## src/rtl/core/vec4_normalize_top_assert.svh

```systemverilog
// assertion macros shared by the vec4 normalise rtl
`ifndef VEC4_NORMALIZE_TOP_ASSERT_SVH
`define VEC4_NORMALIZE_TOP_ASSERT_SVH

// same-cycle implication
`define V4N_ASSERT_NOW(label, clk, rst, ante, cons) \
   label: assert property (@(posedge clk) disable iff (rst) (ante) |-> (cons)) \
      else $error("v4n assertion failed");

// next-cycle implication
`define V4N_ASSERT_NEXT(label, clk, rst, ante, cons) \
   label: assert property (@(posedge clk) disable iff (rst) (ante) |=> (cons)) \
      else $error("v4n assertion failed");

`endif

```

## src/rtl/core/v4n_sqrt_cell.sv

```systemverilog
// ----------------------------------------------------------------------------
// v4n_sqrt_cell
// one root bit of a pipelined restoring integer square root
// ----------------------------------------------------------------------------
module v4n_sqrt_cell #(
   parameter int NS = 50,
   parameter int LW = 25,
   parameter int RW = 28,
   parameter int PW = 1
) (
   input  logic          clock,
   input  logic          reset,
   input  logic          enable,
   input  logic          in_valid,
   input  logic [NS-1:0] in_rad,
   input  logic [RW-1:0] in_rem,
   input  logic [LW-1:0] in_root,
   input  logic [PW-1:0] in_side,
   output logic          out_valid,
   output logic [NS-1:0] out_rad,
   output logic [RW-1:0] out_rem,
   output logic [LW-1:0] out_root,
   output logic [PW-1:0] out_side
);

   logic          valid_ff;
   logic [NS-1:0] rad_ff, rad_in;
   logic [RW-1:0] rem_ff, rem_in, rem_sh, trial;
   logic [LW-1:0] root_ff, root_in;
   logic [PW-1:0] side_ff;

   always_comb begin
      rem_sh = {in_rem[RW-3:0], in_rad[NS-1:NS-2]};
      trial  = RW'({in_root, 2'b01});
      rad_in = {in_rad[NS-3:0], 2'b00};
      if (rem_sh >= trial) begin
         rem_in  = rem_sh - trial;
         root_in = {in_root[LW-2:0], 1'b1};
      end else begin
         rem_in  = rem_sh;
         root_in = {in_root[LW-2:0], 1'b0};
      end
   end

   always_ff @(posedge clock) begin
      if (reset) begin
         valid_ff <= 1'b0;
      end else if (enable) begin
         valid_ff <= in_valid;
      end
   end

   always_ff @(posedge clock) begin
      if (enable) begin
         rad_ff  <= rad_in;
         rem_ff  <= rem_in;
         root_ff <= root_in;
         side_ff <= in_side;
      end
   end

   assign out_valid = valid_ff;
   assign out_rad   = rad_ff;
   assign out_rem   = rem_ff;
   assign out_root  = root_ff;
   assign out_side  = side_ff;

endmodule

```

## config.mk

```make
export PLATFORM = sky130hd
export DESIGN_NAME = v4n_sqrt_cell
export DESIGN_NICKNAME = d
export VERILOG_FILES = /design/src/rtl/core/vec4_normalize_top_assert.svh /design/src/rtl/core/v4n_sqrt_cell.sv
export SDC_FILE = /design/constraint.sdc
export NUM_CORES = 1
export LEC_CHECK = 0
export BUFFER_PORTS_ARGS = -buffer_cell sky130_fd_sc_hd__clkbuf_2
export CAP_MARGIN = 15
export CORE_ASPECT_RATIO = 1.25
export CORE_MARGIN = 8
export CORE_UTILIZATION = 43
export DETAILED_ROUTE_END_ITERATION = 8
export GPL_ROUTABILITY_DRIVEN = 0
export PLACE_DENSITY_LB_ADDON = 0.1
export RECOVER_POWER = 100
export SYNTH_ARGS = -nofsm -noshare
export SYNTH_HDL_FRONTEND = slang
export SYNTH_SLANG_ARGS = --single-unit
```

## constraint.sdc

```tcl
create_clock -name clock -period 2.85 [get_ports clock]
set_input_delay 0.57 -clock clock [delete_from_list [all_inputs] [get_ports clock]]
set_output_delay 0.57 -clock clock [all_outputs]
set_load 0.05 [all_outputs]
```

Word level (Yosys, flattened, before mapping) --
Cells that the tools add are included.
Storage, ports and cells: output and inout bits 105, bits of input ports 108, word-level logic and storage cells 9, flip-flop bits (word level) 103
Cells by class: magnitude comparators 1, muxes and demuxes 2, $add $sub $neg 1
Operators by type and width (number):
- $ge A28 B27 Y1 | 1
- $mux W28 | 1
- $sub A28 B27 Y28 | 1
- $mux W1 | 1

Logic depth before layout (Yosys ltp) --
depth in word-level cells 2, depth in mapped cells 12, mapped depth without buffers 11

Least setup slack after synthesis --
Ideal clock, no wire load.
path type in2reg, from in in_root[4], to reg rem_ff[27] (netlist: out_rem[27]), data pin, path buffers 0, required time 2.590 ns, library setup time 0.260 ns, arrival 2.581 ns, path slack 0.009 ns, stages 11, cells stage by stage inv_1 ha_1 a21oi_2 o22ai_1 or3_4 a21oi_4 o21ai_2 a21o_1 a21oi_2 o41ai_2 mux2_4
Between the ends: word-level cells in the longest chain between the ends 2, elaborated cells between the ends (all ways) 3, those cells by class add/sub (1); order compare (1); mux (1)
Ends and longest elaborated chain:
- start, declared | RTL line v4n_sqrt_cell.sv:17 | input logic [LW-1:0] in_root,
- $sub A28 B27 Y28 / $ge A28 B27 Y1 (equally long branches) | RTL line v4n_sqrt_cell.sv:37, v4n_sqrt_cell.sv:36
- $mux W28 * | RTL line v4n_sqrt_cell.sv:36 | if (rem_sh >= trial) begin
- net rem_in[27] | RTL line v4n_sqrt_cell.sv:28 | logic [RW-1:0] rem_ff, rem_in, rem_sh, trial;
- end signal, assigned | RTL line v4n_sqrt_cell.sv:56 | rem_ff <= rem_in;
- end, declared | RTL line v4n_sqrt_cell.sv:28
Mark *: on every way through the listed nets, which the timed path passes. The rest lies on a longest branch. A chain may end at the register's enable or synchronous reset.

Worst setup path after layout --
Ends and elaborated chain as after synthesis.

==> run metrics <==
status complete, but fails checks; failing checks max-capacitance violations, max-slew violations; Bufs on Longest Clock Path 2; vias per cell 4.98; Mapped Cells 384; diode count 0; HP Start reset; EDFF count, synth about 100; Max-cap violations 1; CP arrival 2800 ps; Num CTS Buffers 9; final hold vios 0; Syn Area/Cell ~13 sq um; Routed Wire Length approximately 13 mm; initial antenna violation count 0; fillcell total 999; first-pass GRT wire length slightly above 20 mm; async set-or-reset flop fraction in the synthesized netlist 0%; Peak VDD IR roughly 0.00044 V; slowest CP cell or3_4; Non-Filler Instances 781; PostCTS Resize Cnt 0; post-synth cell types 53; Setup-failing EPs final 0; WHS around 390 ps; reg2reg start out_valid$_SDFFE_PP0P_; Slew @ Worst Pin 1520 ps; total die area approximately 15000 sq um; fmax around 370 MHz; Synth-to-Final Area Change 33.9%; Slew HR -1.10%; total gr overflow 0; via count about 3900; CTS Sinks between 100 and 150; Worst-path clk slew around 70 ps; most used cell, CP a21oi_2; Yosys warning total 0; CP Class in -> reg; chip height roughly 140 microns; hold path cells 2; largest net degree at the start of global routing between 60 and 70; crit-path max cell delay approximately 420 ps; Setup crit start in_root[4]; reg-to-reg endpoint out_valid$_SDFFE_PP0P_; Chip Width approximately 110 microns; Cell Chain, Critical Path clkbuf_2 > inv_1 > ha_1 > a21oi_2 > o22ai_1 > or3_4 > a21oi_4 > o21ai_2 > a21o_1 > a21oi_2 > o41ai_2 > mux2_4; CTS tree built; DRC 0; clock root cell clkbuf_16; all-layer global routing usage 16.9%; num ports 213; Port Buffers approximately 210; hold-fix buffers at CTS 0; core area approximately 11000 sq um; min-delay worst type in -> reg; Core Util, Final between 50% and 60%; RSZ-0062 raised after global routing false; Starting Density 44.3%; placed insts approximately 770; DRT antenna net count 0; Worst EP required between 2000 and 3000 ps; Max Slew Vio Count 65; sequential area share after synthesis a little over three fifths; Initial DRT Pass Iterations 4; worst slack, placed -218 ps; Post-CTS Setup Inserts 0; Avg WL per Cell 16.7 microns; share of layout cells above drive strength 1 about a quarter; Hold EP out_valid$_SDFFE_PP0P_; period utilization a little over nine tenths; startpoint types input pin; Final HPWL DP around 10 mm; most common flop cell mapped by yosys edfxtp_1; Setup TNS 0 ps; Crit. End Element register; Leak between 0.002 and 0.003 uW; post-synthesis sequential element count between 100 and 150; num rows between 40 and 50; crit-path max FO 4; insertion delay to the later sink of the worst-skew pair ~340 ps; post-layout min period about 2700 ps; clock skew 0 ps; Cell Area, Synth a little under 5000 sq um; Reg2Reg Depth 2; H-tree depth 3; reg2reg setup slack approximately 2200 ps; Pwr per Cell Area ~680 nW/um^2; Nets roughly 780; First DRT Iteration DRCs 241; Final WS setup about 150 ps; vias in the first global route ~4000
critical path: cells and delay by family:
| family | cells | cell delay (ps) |
|---|---|---|
| AO/OA/AOI/OAI | 7 | 1050 |
| multiplexers | 1 | 300 |
| adder cells (fa/ha/maj) | 1 | 330 |
| AND/OR/NAND/NOR | 1 | 420 |
| buffers and inverters | 2 | 120 |
logic make-up (layout without fill, tap and decap cells):
group	after synthesis	after routing	synth area share [%]
xor gates and xnor gates	26	26	4.61
DFF	103	103	62.5
other	1	2	0.0760
and+or+nand+nor	82	82	7.58
adders and majority gates	27	27	6.84
buffers and inverters	44	305	3.93
AOI/OAI and AO/OA	98	98	13.8
muxes	3	3	0.710
per-stage QoR:
step | total power (uW) | cell area (sq um)
5_1_grt | 4710 | 6610
3_3_place_gp | 3300 | 6480
3_5_place_dp | 3310 | 6480
4_1_cts | 4610 | 6800
6_report | 4510 | 6610
2_1_floorplan | 2880 | 4940
state kept, by name, summed over array words and instances (netlist names):
signal     flops
out_rad       48
out_rem       28
out_root      25
out_side       1
out_valid      1
power by group:
group / total (uW) / internal [uW] / switching, uW
logic: 1320 / 367 / 957
clock network: 1290 / 720 / 571
registers: 1890 / 1860 / 38.3
Yosys cell counts, types with 5 or more instances:
cell | n | area share, %
o21ai_0 | 11 | 1.1
xor2_1 | 10 | 1.8
inv_1 | 32 | 2.4
nand2_1 | 44 | 3.3
nand3_1 | 5 | 0.51
edfxtp_1 | 102 | 62
ha_1 | 27 | 6.8
nor2_1 | 12 | 0.91
nand4_1 | 8 | 1.0
a21o_1 | 8 | 1.2
o21ai_1 | 26 | 2.6
buf_2 | 5 | 0.51
a21oi_1 | 23 | 2.3
xnor2_1 | 16 | 2.8
area by class of cell:
class | count | area [sq um] | share of cell area [%]
clock inverter | 6 | 76.3 | 1.15
timing repair buffer | 257 | 1260 | 19.1
inverter | 32 | 120 | 1.82
clock buffer | 10 | 239 | 3.61
sequential | 103 | 3080 | 46.6
multi-input combinational | 238 | 1660 | 25.1
tap | 135 | 169 | 2.55
metal layers:
metal  routed length, microns  part of all wire [%]  GRT usage (%)  vias to the layer above
met4                      182                   1.4           6.17                        0
li1                         -                     -              -                     1923
met2                     6410                    49           29.2                      161
met5                        0                     0              0                        -
met3                     1080                   8.3           5.17                       14
met1                     5400                    41           19.3                     1793
cell usage in the layout (no fill, tap or decap), drive strengths merged, types with 3 or more instances in the layout:
cell type	netlist	final
a21oi	26	26
nand3	5	5
xnor2	16	16
o21ai	41	41
nand2	44	44
xor2	10	10
a21o	8	8
ha	27	27
edfxtp	102	102
clkbuf	3	220
nand4	8	8
a211oi	5	5
inv	32	34
nand2b	3	3
o21bai	3	3
buf	9	47
nor2	12	12
how the worst max path moves through the flow:
stage                                        to  cells past startpoint  slack, ps
after floorplan           out_rem[27]$_DFFE_PP_                     11          9
after global placement    out_rem[27]$_DFFE_PP_                     12       -220
after detailed placement  out_rem[27]$_DFFE_PP_                     12       -220
after CTS                 out_rem[27]$_DFFE_PP_                     12        140
after global routing      out_rem[27]$_DFFE_PP_                     12          5
final                     out_rem[27]$_DFFE_PP_                     12        150
Note: power is estimated with default switching activity, not from simulation.
