[config.mk]
export PLATFORM = sky130hd
export DESIGN_NAME = v4n_div_cell
export DESIGN_NICKNAME = d
export VERILOG_FILES = /design/src/rtl/core/vec4_normalize_top_assert.svh /design/src/rtl/core/v4n_div_cell.sv
export SDC_FILE = /design/constraint.sdc
export NUM_CORES = 1
export LEC_CHECK = 0
export BUFFER_PORTS_ARGS = -buffer_cell sky130_fd_sc_hd__buf_4
export CAP_MARGIN = 20
export CORE_MARGIN = 2
export CORE_UTILIZATION = 36
export CTS_CLUSTER_DIAMETER = 80
export DETAILED_ROUTE_END_ITERATION = 8
export GPL_TIMING_DRIVEN = 0
export PLACE_DENSITY_LB_ADDON = 0.25
export SLEW_MARGIN = 20
export SYNTH_ARGS = -nofsm -noshare
export SYNTH_HDL_FRONTEND = slang
export SYNTH_SLANG_ARGS = --single-unit
[constraint.sdc]
create_clock -name clock -period 4.4 [get_ports clock]
set_input_delay 0.44 -clock clock [delete_from_list [all_inputs] [get_ports clock]]
set_output_delay 0.44 -clock clock [all_outputs]
set_load 0.01 [all_outputs]
[src/rtl/core/vec4_normalize_top_assert.svh]
// assertion macros shared by the vec4 normalise rtl
`ifndef VEC4_NORMALIZE_TOP_ASSERT_SVH
`define VEC4_NORMALIZE_TOP_ASSERT_SVH

// same-cycle implication
`define V4N_ASSERT_NOW(label, clk, rst, ante, cons) \
   label: assert property (@(posedge clk) disable iff (rst) (ante) |-> (cons)) \
      else $error("v4n assertion failed");

// next-cycle implication
`define V4N_ASSERT_NEXT(label, clk, rst, ante, cons) \
   label: assert property (@(posedge clk) disable iff (rst) (ante) |=> (cons)) \
      else $error("v4n assertion failed");

`endif

[src/rtl/core/v4n_div_cell.sv]
// ----------------------------------------------------------------------------
// v4n_div_cell
// one quotient bit of four restoring dividers sharing a divisor
// ----------------------------------------------------------------------------
module v4n_div_cell #(
   parameter int DW = 26,
   parameter int LW = 25,
   parameter int QW = 17,
   parameter int PW = 1
) (
   input  logic                clock,
   input  logic                reset,
   input  logic                enable,
   input  logic                in_valid,
   input  logic [3:0][DW-1:0]  in_rem,
   input  logic [3:0][QW-1:0]  in_quo,
   input  logic [LW-1:0]       in_len,
   input  logic [PW-1:0]       in_side,
   output logic                out_valid,
   output logic [3:0][DW-1:0]  out_rem,
   output logic [3:0][QW-1:0]  out_quo,
   output logic [LW-1:0]       out_len,
   output logic [PW-1:0]       out_side
);

   logic               valid_ff;
   logic [3:0][DW-1:0] rem_ff, rem_in;
   logic [3:0][QW-1:0] quo_ff, quo_in;
   logic [LW-1:0]      len_ff;
   logic [PW-1:0]      side_ff;
   logic [DW-1:0]      diff;

   always_comb begin
      diff = '0;
      for (int i = 0; i < 4; i++) begin
         if (in_rem[i] >= DW'(in_len)) begin
            diff      = in_rem[i] - DW'(in_len);
            quo_in[i] = {in_quo[i][QW-2:0], 1'b1};
         end else begin
            diff      = in_rem[i];
            quo_in[i] = {in_quo[i][QW-2:0], 1'b0};
         end
         rem_in[i] = {diff[DW-2:0], 1'b0};
      end
   end

   always_ff @(posedge clock) begin
      if (reset) begin
         valid_ff <= 1'b0;
      end else if (enable) begin
         valid_ff <= in_valid;
      end
   end

   always_ff @(posedge clock) begin
      if (enable) begin
         rem_ff  <= rem_in;
         quo_ff  <= quo_in;
         len_ff  <= in_len;
         side_ff <= in_side;
      end
   end

   assign out_valid = valid_ff;
   assign out_rem   = rem_ff;
   assign out_quo   = quo_ff;
   assign out_len   = len_ff;
   assign out_side  = side_ff;

endmodule
Word level (Yosys, flattened, before mapping) --
Cells that the tools add are included.
Word-level totals: flip-flop bits (word level) 195, output and inout bits 199, input port bits 202
Cells by class: order comparisons 4, mux-type cells 8, add/subtract/negate cells 4
Operator list (number):
- 26-bit by 25-bit greater-or-equal comparator with 1-bit output | 4
- 25-bit 2-to-1 mux | 4
- 25-bit subtractor | 4
- 1-bit 2-to-1 mux | 4

Longest topological paths before layout --
Gate-level depths: netlist of the first run.
word-level depth 2, depth in mapped cells 14, mapped depth without buffers 12

Least setup slack after synthesis of the first run --
OpenSTA, ideal clock, no wires.
path kind input to register, start in in_rem[52] in the netlist's numbering, end reg rem_ff, in the netlist out_rem[69], data pin, arrival time 2.891 ns, stages on the path 14, data required time 4.140 ns, buffers on the path 2, slack 1.249 ns, path through inv_1 -> ha_1 -> inv_1 -> fa_1 -> a21o_1 -> a221oi_2 -> a21oi_2 -> a31oi_2 -> o21ai_1 -> nand3_1 -> and3_1 -> buf_4 -> buf_6 -> mux2_2
RTL lines:
- from (decl) | line v4n_div_cell.sv:15 | input logic [3:0][DW-1:0] in_rem,
- to (signal assigned) | line v4n_div_cell.sv:57 | rem_ff <= rem_in;
- to (decl) | line v4n_div_cell.sv:27 | logic [3:0][DW-1:0] rem_ff, rem_in;

Worst setup path after layout of the first run --
start in in_len[1], end reg rem_ff, in the netlist out_rem[90], data pin
Between the ends: longest elaborated chain between the ends 2, elaborated cells between the ends (all ways) 3, classes of those cells add/sub: 1; order compare: 1; mux: 1
Ends and longest elaborated chain:
- from (decl) | line v4n_div_cell.sv:17 | input logic [LW-1:0] in_len,
- 25-bit subtractor / 26-bit by 25-bit greater-or-equal comparator with 1-bit output (equally long branches) | line v4n_div_cell.sv:37, v4n_div_cell.sv:36
- 25-bit 2-to-1 mux * | line v4n_div_cell.sv:36 | if (in_rem[i] >= DW'(in_len)) begin
- named net diff[11] | line v4n_div_cell.sv:31 | logic [DW-1:0] diff;
Mark *: on every way through the listed nets, which the timed path passes. The rest lies on a longest branch. A chain may end at the register's enable or synchronous reset.

==> results list, run 1 <==
- The die covers 35500 um2.
- Leakage power figure: 7.10 nW
* Synth Cell Area: 12200 um2
* Actual slew at the worst max-slew pin: 680 ps
- Vias: 10300
- In this run, post-CTS repair resized a total of 0 instances.
* Maximum fanout count along the critical path: 10
- The initial antenna violation count was 3.
- CTS tree: built
* Routability congestion estimate: 0.871
* Critical-path cell list: buf_4 -> inv_1 -> fa_1 -> a21oi_1 -> o21ai_0 -> a21o_1 -> a211oi_1 -> o221ai_2 -> buf_2 -> mux2_2
- Max rail drop VDD: 0.253 mV
* Number of instances in the synthesized netlist: 1099
* Delay-heaviest family, CP: compound AO/OA/AOI/OAI gates
- Largest net degree at the start of global routing: 75
- Type of the tightest min-delay check: in2reg
- Of all flip-flops after synthesis, the portion carrying an async set or reset was 0%.
- Clock tree root driver cell: clkbuf_16
- Via count of the first global-routing pass: 10000
- Post-Syn Area per Cell: 11.1 um2
- From synthesis to final layout, the design area changed by 34.0%.
- Number of violations reported at the end of detailed-routing iteration 0: 450
- Number of buffer and inverter instances along the worst setup path: 3
- After clock tree synthesis, the clock-pin slew on the worst setup and hold paths is 70 ps.
* Routed wire length: 40900 um
- In the final timing run, aggregate negative setup slack is 0 ps.
* Hold violation count in the final report: 0
* Predominant post-synthesis flop cell: edfxtp_1
* GRT Residual Overflow: 0
- Count of cell types in the netlist: 76
- Placed Instance Area: 15800 um2
- In this run the count of I/O pins placed on the die edge is 401.
- Fraction of synthesized cell area taken by the top area cell type: 47.6%
- Chip Width: 188 um
- In the routed design, unresolved DRC markers number 0.
* Maximum clock skew at final layout: 0 ps
- During placement, the flow inserted port buffers numbering 392.
- Once detailed placement completed, the half-perimeter wirelength came to 31400 um.
* Post-synthesis sequential area ratio: 47.8%
- The worst setup path is launched from an input pin.
- After detailed routing, the average wire length per cell comes to 20.7 um.
- For this run, the slowest stage of the critical path takes 590 ps.
* Cts hold-fix bufs: 0
- Post-route cell area: 16400 um2
- The biggest area contributor in the post-synthesis netlist is edfxtp_1.
- The finished layout holds 1978 standard cells, fillers aside.
* Biggest area contributors in the synthesized netlist: edfxtp_1, ha_1, a21oi_1
- The clock reaches the later pin of the worst-skew pair after 440 ps.
* Critical Path AT: 3530 ps
* Run status: finished, final reports clean
* Maximum clock frequency: 0.300 GHz
- In this run, CTS created clock tree buffers numbering 17.
- The H-tree generated during clock tree synthesis spans 4 levels.
- For this configuration, the core starts out at a cell density of 36.5%.
- Number of iterations in the first detailed-routing pass: 5
- The number of pins with negative max-slew slack in the final report is 0.
* Fraction of final layout cells sized beyond drive strength 1: 33.1%
* Relative slew slack: 54.4%
* Number of post-CTS setup repair buffers: 0
- Die height: 188 um
- Total routing usage reported by global routing: 22.7%
- Counting every sink on the clock net gives 195.
- Wire length of the first global-routing pass: 59900 um
- Final #Nets: 1821
* Std-Cell Rows: 67
- RSZ-0062 raised after global routing: no
* Final critical delay including setup and external delays: 3340 ps
- Max-cap violations: 0
- Among all stages on the critical path, the largest delay is contributed by a211oi_1.
- Final worst hold slack: 144 ps
- The worst setup path is of the in2reg kind.
- Kind of capture point of the worst setup path: flip-flop
- Core area: 33500 um2
- Buffer levels on the longest clock path: 2
- Vias/cell: 5.19
- WP data required: 4590 ps
* Post-Place Cells: 1944
* Final setup violation count: 0
- For this run, the number of Yosys warnings is 0.
- EDFF count, synth: 194
- In this run the power density over the cells is 348 nW/um2.
- The synthesized design contains 195 register bits.
- Dividing the final minimum period by the clock period gives 75.8%.
- In this run the remaining antenna-violating nets after routing total 0.
## flip-flops by register name, summed over array words and instances, names as in the netlist
| signal | flops |
|---|---|
| out_len | 25 |
| out_quo | 68 |
| out_rem | 100 |
| out_side | 1 |
| out_valid | 1 |
## area by class of cell
class	instances	area [um2]
clock buffers	22	474
diodes	2	5.00
repair buffers	394	3010
fillers	3136	17100
clock inverters	10	98.8
well taps	448	561
flip-flops and latches	195	5850
plain buffers	38	215
multi-input cells	822	6010
inverters	47	176
## metrics by stage
| step | power (mW) | util [%] | setup slack [ps] |
|---|---|---|---|
| 3_5_place_dp | 4.20 | 47.1 | 547 |
| 3_3_place_gp | 4.19 | 47.0 | 563 |
| 6_report | 5.70 | 48.9 | 1060 |
| 5_1_grt | 5.98 | 48.9 | 785 |
| 2_1_floorplan | 3.40 | - | 1250 |
| 4_1_cts | 5.77 | 48.9 | 1030 |
## layer usage
| layer | vias to the layer above | GRT usage (%) | wire, um |
|---|---|---|---|
| li1 | 4997 | - | - |
| met1 | 4849 | 27.5 | 16900 |
| met2 | 350 | 39.3 | 20300 |
| met3 | 58 | 4.21 | 2200 |
| met4 | 2 | 9.89 | 1450 |
| met5 | - | 0 | 12 |
## placed cells by master (no fill, tap or decap), types with 5 or more instances in the layout
cell	synthesis	layout
o21a_1	13	13
ha_1	100	100
nand4_1	16	16
buf_6	5	5
o21ai_0	55	55
edfxtp_1	194	194
o21bai_1	8	8
buf_2	6	6
a21o_1	52	52
buf_4	7	398
nand2b_1	10	10
nor3_1	14	14
o31ai_1	6	6
inv_1	47	47
a21oi_1	104	104
o211ai_1	6	6
clkbuf_16	0	17
a211o_1	5	5
mux2_2	46	46
a31oi_1	12	12
xnor2_1	50	50
nand2_1	74	74
xor2_1	34	34
nor2_1	78	78
nand3_1	19	19
a211oi_1	12	12
clkbuf_1	18	20
and3_1	10	10
nor2b_1	10	10
## logic make-up (layout without fill, tap and decap cells)
logic type	Yosys count	count (layout)	synth area share [%]
and+or+nand+nor	255	255	9.79
adders and majority gates	104	104	10.9
muxes	50	50	4.56
DFF	195	195	47.8
buffers and inverters	85	511	3.20
xor gates and xnor gates	84	84	6.01
other	1	6	0.0307
AOI/OAI and AO/OA	325	325	17.7
## cell usage after synthesis (4+ instances only)
cell type	count
edfxtp_1	194
a21oi_1	104
ha_1	100
nor2_1	78
nand2_1	74
o21ai_0	55
a21o_1	52
xnor2_1	50
inv_1	47
mux2_2	46
xor2_1	34
nand3_1	19
clkbuf_1	18
nand4_1	16
nor3_1	14
o21a_1	13
a211oi_1	12
a31oi_1	12
and3_1	10
nand2b_1	10
nor2b_1	10
o21bai_1	8
buf_4	7
buf_2	6
o211ai_1	6
o31ai_1	6
a211o_1	5
buf_6	5
a21boi_0	4
a311oi_1	4
and4_1	4
fa_1	4
mux2i_1	4
nor4_1	4
o21ai_1	4
o22ai_1	4
o31a_1	4
## where the power goes
part | internal (mW) | total, mW | leakage, nW | switching, mW
clock network | 0.831 | 1.54 | 0.277 | 0.714
logic | 0.836 | 1.76 | 4.91 | 0.927
registers | 2.33 | 2.40 | 1.91 | 0.0679
## worst paths after layout
| check | startpoint | end | slack, ps | depth (start not counted) |
|---|---|---|---|---|
| setup / recovery | in_len[1] | out_rem[90] | 1060 | 10 |
| hold / removal | reset | out_valid | 140 | 2 |
| setup reg to reg | out_valid | out_valid | 3790 | 2 |
| hold reg to reg | out_valid | out_valid | 520 | 2 |
(Power assumes the default switching activity.)
==> run 2: changes to the inputs <==
Settings changed: ABC_AREA from default to 1.
Clock period 4.4 ns to 2.7 ns, I/O delays scaled along.
==> run 2 against run 1 <==
  * Worst setup slack worse by 860 ps
  * Via count increased by 53%
  * Utilization barely moved
  * Wire length rose by 42%
  * Count of clock-buffer cells in the layout is 4 lower
  * Sequential cell count unchanged
  * Combinational power rose by 93%
  * Total power rose by 74%
  * Cell count grew 64%
  * Clock skew unchanged
  * Critical endpoint is now out_rem[49]
  * Largest cell class unchanged
  * Largest power group unchanged
==> results list, run 2 <==
* Buffers on Ports: 392
- In this run the deepest clock path goes through 2 buffers.
* Num CTS Buffers: 17
* Quantity of gates resized following cts: 0
- The multi-input combinational cells in the finished layout cover a total of 7810 um2.
- Post-route cell area: 20600 um2
* Final critical delay including setup and external delays: 2490 ps
- After global routing the overflow that remains totals 0.
* Chip Width: 211 um
* Element type at the critical path start: input pin
- Sequential cells were found to cover 37.9% of the synthesized design area.
* Critical Path AT: 2730 ps
* CTS tree: built
- Across the whole layout, storage elements account for 5850 um2.
- After the first detailed-routing iteration, the DRC count stood at 1106.
- nand2_1 is the most common cell in the netlist.
- In this run the remaining antenna-violating nets after routing total 0.
- Post-layout util: 48.9%
* Max rail drop VDD: 0.377 mV
* DPL Wire Length: 45200 um
- R2R setup slack: 1550 ps
- Via count of the first global-routing pass: 15400
* Die height: 211 um
* Synthesis warning total: 0
- In this run the power density over the cells is 481 nW/um2.
* Met1 wire length: 23600 um
- The final critical path takes up 92.4% of the cycle.
* Largest net degree at the start of global routing: 78
* Maximum clock frequency: 0.401 GHz
- Predominant post-synthesis flop cell: edfxtp_1
- Insertion delay of the later-clocked pin in the worst-skew pair: 500 ps
- Wire length on met3: 4100 um
- Growth of design area from synthesis to finish: 33.7%
* Core area: 42100 um2
- The layout has 4191 filler cells.
- The most critical setup path has its endpoint at out_rem[49].
- The register with the most flip-flops in the layout has 100 of them.
- After the last flow step, the layout net total stands at 2986.
- Wire length of the first global-routing pass: 86800 um
- Max Transition Viols Final: 0
- Vias: 15700
- Run status: finished, final reports clean
* WHS Path Cells: 3
- The analysis attributes to cell leakage a power of 11.0 nW.
* Async S/R FF share, synth: 0%
- After synthesis, the netlist uses 32 different library cells.
- Number of iterations in the first detailed-routing pass: 5
- Dividing the detail-routed via count by the number of cells gives 4.85.
- Number of instances in the synthesized netlist: 2173
- By count the netlist is led by nand2_1, inv_1, edfxtp_1, nand4_1, nor2_1.
- Max-cap violations in this run came to 0.
- Each instance of the synthesized netlist takes up on average 7.09 um2.
- After detailed placement, the design holds a cell count of 3109.
* Type of the worst setup path: in2reg
* Type of the tightest min-delay check: in2reg
- Clock sinks: 195
- In this run the critical register-to-register path is launched from out_valid.
- Kind of capture point of the worst setup path: flip-flop
* Maximum fanout count along the critical path: 10
* H-tree depth reported by CTS: 4
- Worst R2R Path Depth: 3
- Setup violations remaining at the end of the flow were counted as 0.
* Antenna violations before repair: 5
* Maximum clock skew at final layout: 0 ps
- Most frequent cells in the layout: nand2_1, inv_1, buf_4
* Number of standard cells in the final layout excluding fillers: 3237
- Counting flops and latches in the post-synthesis netlist gives 195.
- After detailed routing, the total wire length is 58000 um.
- In the global route stage, overall resource usage came out at 26.2%.
- Remaining routing DRC violations: 0
- The endpoint identified for the worst register-to-register timing path is out_valid.
- Once placement finished, the instance area stood at 19100 um2.
* EDFF count, synth: 194
- Worst setup path startpoint: in_len[12]
- After detailed routing, the average wire length per cell comes to 17.9 um.
- Summed over all nets, wire length on met2 after detailed routing comes to 27000 um.
- Hold violation count in the final report: 0
- Synth Cell Area: 15400 um2
- After clock tree synthesis, the clock-pin slew on the worst setup and hold paths is 80 ps.
- Biggest area contributors in the synthesized netlist: edfxtp_1, nand2_1, inv_1
- Relative slew slack: 52.0%
- WP data required: 2940 ps
- Top-Level Pins: 401
- Std-Cell Rows: 75
- Fraction of final layout cells sized beyond drive strength 1: 18.5%
- Starting Density: 36.6%
* Fraction of synthesized cell area taken by the top area cell type: 37.8%
- edfxtp_1 takes more of the synthesized area than any other cell.
- The congestion estimate from routability-driven global placement came to 0.971.
- CTS placed an instance of clkbuf_16 at the clock tree root.
* Actual slew at the worst max-slew pin: 719 ps
* RSZ-0062 raised after global routing: no
- Final worst hold slack: 101 ps
- Highest layer used for signal routing: met5
* Die Area: 44500 um2
- Most common cell after layout, fill and taps aside: nand2_1
run 2: cell types whose count changed in the layout (fill, tap and decap cells not counted), sizes merged, moves of 52 or more:
cell and change:
a21oi -63, nand3 +82, nor2 +53, nand2 +858, o21ai -60, dlygate4sd3 +91
nand4 +117, inv +365, a21o -52
run 2: routing by layer:
metal / up-vias / track usage [%]
li1: 7900 / -
met1: 7117 / 30.6
met2: 561 / 44.1
met3: 105 / 5.92
met4: 2 / 15.8
met5: - / 0
run 2: how the worst min path moves through the flow:
stage                             end        from  slack [ps]
after floorplan             out_valid       reset         340
after global placement      out_valid       reset         430
after detailed placement    out_valid       reset         430
after CTS                 out_rem[35]  in_rem[34]          60
after global routing      out_rem[34]  in_rem[33]          80
final                     out_rem[33]  in_rem[32]         100
run 2: what timing repair did:
action / in CTS / in global routing
buffers inserted: 0 / 0
hold buffers: 91 / 0
endpoints found under the hold margin: 90 / 0
run 2: cell type report:
| class | instances | share of cell area [%] |
|---|---|---|
| Sequential cell | 195 | 28.4 |
| Multi-Input combinational cell | 1537 | 37.9 |
| Tap cell | 539 | 3.27 |
| Buffer | 36 | 1.14 |
| Clock buffer | 18 | 2.08 |
| Clock inverter | 14 | 0.717 |
| Inverter | 408 | 7.43 |
| Antenna cell | 5 | 0.0607 |
| Timing Repair Buffer | 485 | 19.0 |
run 2: critical path: stages:
cell and delay (ps):
buf_4 110, inv_1 370, ha_1 380, nand2_1 170, inv_1 60, nand2_1 60
nand2_1 70, nand2_1 70, nand2_1 110, a21oi_4 380, nand3_4 250, buf_6 220
nand2_1 100, nand2_1 100
run 2: cell families after synthesis:
kind of cell               count (synthesis)  share of synthesized area, %
buffers and inverters                    444                          11.5
xor gates and xnor gates                  46                          2.61
adders and majority gates                104                          8.64
DFF                                      195                          37.9
muxes                                      1                        0.0650
other                                      1                        0.0243
and+or+nand+nor                         1336                          37.4
AOI/OAI and AO/OA                         46                          1.85
run 2: where the power goes:
part / internal (mW) / leakage (nW) / switching (mW)
clock network: 1.30 / 0.276 / 1.33
registers: 3.77 / 1.90 / 0.108
logic: 1.39 / 8.87 / 2.02
run 2: per-stage QoR:
stage | TNS [ps] | power (mW) | setup slack, ps
after global placement | -14540 | 7.19 | -329
after floorplan | 0 | 5.75 | 730
final | 0 | 9.91 | 206
after detailed placement | -14710 | 7.22 | -329
after global routing | 0 | 10.5 | 110
after CTS | 0 | 9.97 | 227
